==> config.mk <==
export PLATFORM = sky130hd
export DESIGN_NAME = gmc_queue
export DESIGN_NICKNAME = d
export VERILOG_FILES = /design/src/sv/gmc_pkg.sv /design/src/sv/gmc_queue.sv
export SDC_FILE = /design/constraint.sdc
export NUM_CORES = 1
export LEC_CHECK = 0
export ABC_AREA = 0
export BUFFER_PORTS_ARGS = -buffer_cell sky130_fd_sc_hd__buf_4
export CORE_AREA = 4 4 288 290
export CTS_CLUSTER_SIZE = 14
export DETAILED_ROUTE_END_ITERATION = 10
export DIE_AREA = 0 0 292 294
export GPL_ROUTABILITY_DRIVEN = 0
export GPL_TIMING_DRIVEN = 0
export MAX_ROUTING_LAYER = met4
export PLACE_DENSITY = 0.67
export SETUP_SLACK_MARGIN = 0.05
export SYNTH_ARGS = -nofsm -noshare
export SYNTH_HDL_FRONTEND = slang
export SYNTH_SLANG_ARGS = --single-unit
==> constraint.sdc <==
create_clock -name clk_i -period 7.5 [get_ports clk_i]
set_input_delay 0.375 -clock clk_i [delete_from_list [all_inputs] [get_ports clk_i]]
set_output_delay 0.375 -clock clk_i [all_outputs]
set_load 0.01 [all_outputs]
==> src/sv/gmc_pkg.sv <==
// shared types, constants and helpers for the gradient magnitude convolver
package gmc_pkg;

  localparam int MaxWidth   = 2048;
  localparam int CoeffBits  = 6;
  localparam int Taps       = 9;
  localparam int AddrW      = $clog2(MaxWidth);
  localparam int KernW      = Taps * CoeffBits;
  localparam int PixW       = 24;
  // widest magnitude of one sum: 9 * 255 * 2^(CoeffBits-1)
  localparam int SumW       = 20;
  localparam int SqW        = 2 * SumW + 1;
  localparam int QueueDepth = 4;
  localparam int QPtrW      = $clog2(QueueDepth);

  // register byte addresses
  localparam logic [4:0] RegHor    = 5'd0;
  localparam logic [4:0] RegVer    = 5'd8;
  localparam logic [4:0] RegWidth  = 5'd16;
  localparam logic [4:0] RegHeight = 5'd24;

  // one queued job: the full window, its position and its frame-end flag
  typedef struct packed {
    logic [Taps-1:0][PixW-1:0] win;
    logic [10:0]               out_x;
    logic [15:0]               out_y;
    logic                      frame_end;
  } job_t;

  // channel selector for one window byte
  function automatic logic [7:0] chan_of(input logic [PixW-1:0] p, input int ch);
    return p[8*ch +: 8];
  endfunction

endpackage

==> src/sv/gmc_queue.sv <==
// short job queue between front and back end
module gmc_queue (
  input  logic          clk_i,
  input  logic          rst_ni,
  input  logic          wr_valid_i,
  output logic          wr_stall_o,
  input  gmc_pkg::job_t wr_data_i,
  output logic          rd_valid_o,
  input  logic          rd_stall_i,
  output gmc_pkg::job_t rd_data_o
);

  gmc_pkg::job_t slots_q [gmc_pkg::QueueDepth];
  logic [gmc_pkg::QPtrW-1:0] wp_q, rp_q;
  logic [gmc_pkg::QPtrW:0]   cnt_q;
  logic push, pop;

  assign wr_stall_o = (cnt_q == (gmc_pkg::QPtrW+1)'(gmc_pkg::QueueDepth));
  assign rd_valid_o = (cnt_q != '0);
  assign push       = wr_valid_i && !wr_stall_o;
  assign pop        = rd_valid_o && !rd_stall_i;
  assign rd_data_o  = slots_q[rp_q];

  always_ff @(posedge clk_i) begin
    if (push) slots_q[wp_q] <= wr_data_i;
  end

  always_ff @(posedge clk_i or negedge rst_ni) begin
    if (!rst_ni) begin
      wp_q  <= '0;
      rp_q  <= '0;
      cnt_q <= '0;
    end else begin
      if (push) wp_q <= wp_q + 1'b1;
      if (pop)  rp_q <= rp_q + 1'b1;
      unique case ({push, pop})
        2'b10:   cnt_q <= cnt_q + 1'b1;
        2'b01:   cnt_q <= cnt_q - 1'b1;
        default: cnt_q <= cnt_q;
      endcase
    end
  end

endmodule

* Word level (Yosys, flattened, before mapping)
Memory sizes are Yosys's and may differ from the RTL's. Index checks and enable logic that the tools add are counted.
Storage, ports and cells: register bits after elaboration 7, latch bits 0, bits in writable memories 976, bits in read-only memories 0, input bits 248, output and inout port bits 246, word-level logic and storage cells 20, memories kept 1
Operators by class: $add $sub $neg 4, multipliers 0, div/mod/pow operators 0, magnitude comparators 0, eq/ne operators 3, shift operators 0, mux-type cells 3, bitwise operators 0, reduce and logical (&&, ||, !) cells 6
Memory list:
- slots_q | depth 4, width 244, rd ports 1, clocked after Yosys merged registers in 0, write ports 1, line gmc_queue.sv:13 | gmc_pkg::job_t slots_q [gmc_pkg::QueueDepth];
Operators with widths (number):
- $pmux 3 s2 | 1
- $add 2x1->2 const B | 2
- $add 3x1->3 const B | 1
- $eq 3x3->1 const B | 1
- $reduce_bool 3->1 | 1
- $sub 3x1->3 const B | 1
- $eq 2x1->1 const B | 1
- $eq 2x2->1 const B | 1
- $logic_and 1x1->1 | 2
- $logic_not 1->1 | 2
- $mux 1 | 2
- $reduce_bool 2->1 | 1

* Longest topological paths before layout
word-level depth 5, depth in mapped cells 9, mapped depth without buffers 9

* Least setup slack after synthesis
Ideal clock, no wire load.
kind register to register, from register cnt_q[2] (netlist name), to memory slots_q[2][0] (netlist name), enable pin, setup time 0.636 ns, arrival 6.459 ns, setup slack 0.405 ns, cell stages (with the launch flop) 4, buffers on the path 0, path through dfrtp_1 nor3b_1 nor2b_1 and2_1
Between the ends: cells in the longest elaborated chain, start to end 5
Ends and longest elaborated chain:
- start: declaration | line gmc_queue.sv:15 | logic [gmc_pkg::QPtrW:0] cnt_q;
- start signal: assignment | line gmc_queue.sv:37 | 2'b10: cnt_q <= cnt_q + 1'b1;
- start signal: assignment | line gmc_queue.sv:38 | 2'b01: cnt_q <= cnt_q - 1'b1;
- start signal: assignment | line gmc_queue.sv:39 | default: cnt_q <= cnt_q;
- $eq 3x3->1 | line gmc_queue.sv:18 | assign wr_stall_o = (cnt_q == (gmc_pkg::QPtrW+1)'(gmc_pkg::QueueDepth));
- net wr_stall_o | line gmc_queue.sv:6 | output logic wr_stall_o,
- $logic_not 1->1 | line gmc_queue.sv:20 | assign push = wr_valid_i && !wr_stall_o;
- $logic_and 1x1->1 | line gmc_queue.sv:20
- $mux 1 | line gmc_queue.sv:25 | if (push) slots_q[wp_q] <= wr_data_i;
- $mux 1 (not written as such) | line gmc_queue.sv:25
- end: declaration | line gmc_queue.sv:13
The timed path passes the listed nets, and every way through them passes these cells.

==> results_dict.tcl <==
set metrics [dict create \
    core-area_mm2 0.0803 \
    synth_cells 1313 \
    slew_headroom_pct 43.9 \
    avgSynthCellArea_um2 27.3 \
    cp-start-kind "flip-flop" \
    seqCellArea_mm2 0.0295 \
    clock-sinks 983 \
    dr.pass1.iters 5 \
    synth-seq-area-share_pct 82.2 \
    cts_tree "done" \
    num_rows 104 \
    area_growth_syn_to_layout_pct 31.1 \
    leakagePower_nw 16.2 \
    clk_pin_slew_ns 0.06 \
    cpMostUsedCell "buf_2" \
    fin_ws_ns 4.38 \
    numCtsBuffers 101 \
    max_freq_mhz 320 \
    synth_xor_area_share_pct 0.147 \
    placed_cells 2886 \
    synthTopCellsByArea "edfxtp_1 82%, mux4_2 15%, buf_12 1.3%, dfrtp_1 0.49%, buf_2 0.29%" \
    nets 2429 \
    cp.arrival_ns 2.75 \
    wl_mm 77.9 \
    tightest_slew_ns 0.841 \
    cts_root_buf "clkbuf_16" \
    final_cells 3329 \
    crit_type "reg -> out" \
    cp_slowest_cell "buf_2" \
    cts_max_path_buffers 3 \
    antenna_found_initial 7 \
    end_kind "output pin" \
    synth_compound_area_share_pct 0 \
    drtIter0Drc 1020 \
    clk_latency_ns 0.65 \
    grt_start_max_net_pins 57 \
    p_per_area_mw_per_mm2 389 \
    multiInputGateArea_mm2 0.00572 \
    grt_pass1_vias 18600 \
    initial_utilization_pct 44.7 \
    grt_usage_pct 18.4 \
    worst_ep_required_time_ns 7.12 \
    dieArea_mm2 0.0858 \
    post-route-period-util_pct 41.6 \
    place_ws_ns 4.62 \
    synth_mux_area_share_pct 15.4 \
    final_area_mm2 0.0470 \
    crit_chain "buf_2 -> buf_2 -> buf_2 -> mux4_2 -> buf_4" \
    crit_buf_inv 4 \
    slew_viol_final 0 \
    die_h_um 294 \
    grt-ovfl-total 0 \
    ios 494 \
    synth_top_family_by_area "multiplexers" \
    grt_pass1_wl_mm 116 \
    maxCapViolCount 0 \
    cp_slowest_stage_delay_ns 0.40 \
    synth-adder-area-share_pct 0.230 \
    postRouteAntennaNets 0 \
    async_flop_share_pct 0.712 \
    die-width_um 292 \
    ir_drop_mv 0.243 \
    num_vias 17200 \
    dp_hpwl_mm 49.1 \
    ctsHtreeMaxLevel 3 \
    vias_per_cell 5.17 \
    finalSetupTns_ns 0 \
    syn_nets 1567 \
    synth_cell_types 19 \
    placement.io_buffers 493 \
    clock_skew_ns 0.0409 \
    status "finished clean" \
    rsz0062_at_grt "false" \
    synth_edf_count 976 \
    synth_warnings 0 \
    hp-class "in -> async" \
    synth_flop_cell "edfxtp_1" \
    final-hold-violation-count 0 \
    avgRoutedWirePerCell_um 23.4 \
    period_minus_slack_ns 3.12 \
    ys_ff_latch 983 \
    path_max_fanout 10 \
    n_fill_cell 5661 \
    setup-violations-final 0 \
    synth_top_cell_by_area "edfxtp_1" \
    dpl-instance-area_mm2 0.0414 \
    drive_gt1_share_pct 42.2 \
    cts_setup_buffers 0 \
    synth-simple-area-share_pct 0.164 \
    synth_top_area_share_pct 81.7 \
    crit_family "buffers and inverters" \
    drc 0 \
    syn_area_mm2 0.0359 \
]
[through the flow]
step,total power [W],utilization [%],hold WS [ns]
detailed placement,0.0138,51.6,0.196
finish,0.0183,58.6,0.126
global placement,0.0141,50.9,0.191
floorplan,0.0112,-,0.0794
global route,0.0191,58.6,0.106
CTS,0.0186,58.5,0.0509
[flip-flops by register name, indices dropped and copies added (netlist names)]
signal and cells:
cnt_q 3, wp_q 2, rp_q 2, slots_q 976
[cells in the mapped netlist, types with 2 or more instances]
cell,count
ha_1,5
xor2_1,4
edfxtp_1,976
nor2_1,2
and2_1,4
buf_6,5
dfrtp_1,7
mux4_2,244
nor3b_1,2
xnor2_1,2
inv_1,7
clkbuf_1,6
buf_2,21
buf_12,23
[kinds of logic (layout without fill, tap and decap cells)]
kind of cell,Yosys count,after routing
and+or+nand+nor,10,10
xor gates and xnor gates,6,6
buffers and inverters,62,1009
other,0,9
DFF,983,983
adders and majority gates,6,6
muxes,246,246
[area by class of cell]
class / count / area share, %
Antenna cell: 9 / 0.0479
Buffer: 55 / 1.37
Clock buffer: 123 / 5.64
Clock inverter: 65 / 0.976
Inverter: 7 / 0.0559
Multi-Input combinational cell: 268 / 12.2
Sequential cell: 983 / 62.7
Tap cell: 1060 / 2.82
Timing Repair Buffer: 759 / 14.2
[final timing paths]
check	slack, ns	depth (start not counted)	start	endpoint
hold reg to reg	0.51	1	cnt_q[2]	cnt_q[2]
max in group asynchronous	7.25	2	rst_ni	rp_q[0]
hold / removal	0.13	2	rst_ni	cnt_q[1]
min in group clk_i	0.24	3	wr_valid_i	wp_q[0]
setup reg to reg	4.64	5	cnt_q[2]	slots_q[3][134]
setup / recovery	4.38	5	rp_q[1]	rd_data_o[141]
[worst reg2reg max path, delay by kind of cell, from the launching register on]
kind / cells / cell delay (ns)
AND/OR/NAND/NOR: 3 / 1.41
buffers and inverters: 2 / 0.66
flip-flops: 1 / 0.40
[placed cells by master, fill, tap and decap left out, types with 21 or more instances in the layout]
| cell | instances |
|---|---|
| buf_2 | 21 |
| buf_12 | 26 |
| dlygate4sd3_1 | 246 |
| clkbuf_1 | 26 |
| mux4_2 | 244 |
| clkinv_1 | 25 |
| edfxtp_1 | 976 |
| clkbuf_16 | 103 |
| clkinv_2 | 23 |
| buf_4 | 493 |
[power breakdown]
group          internal, W  leakage (nW)  total [W]  switching (W)
Clock              0.00260          1.51    0.00463        0.00203
Sequential         0.00724          9.02    0.00746       0.000215
Combinational      0.00310          5.65    0.00619        0.00310
Total               0.0129          16.2     0.0183        0.00534
[routing by layer]
layer,GRT usage (%),wire (um),share of wire (%),up-vias
met3,4.65,5500,7.1,143
li1,-,-,-,7483
met4,5.68,2190,2.8,0
met2,30.2,39900,51,558
met5,-,0,0,-
met1,22.9,30200,39,9042
[repair_timing]
item / 4_1_cts / 5_1_grt
hold buffers: 246 / 0
gates resized for setup: 0 / 0
hold endpoints to repair: 985 / 0
Note: power is estimated with default switching activity, not from simulation.
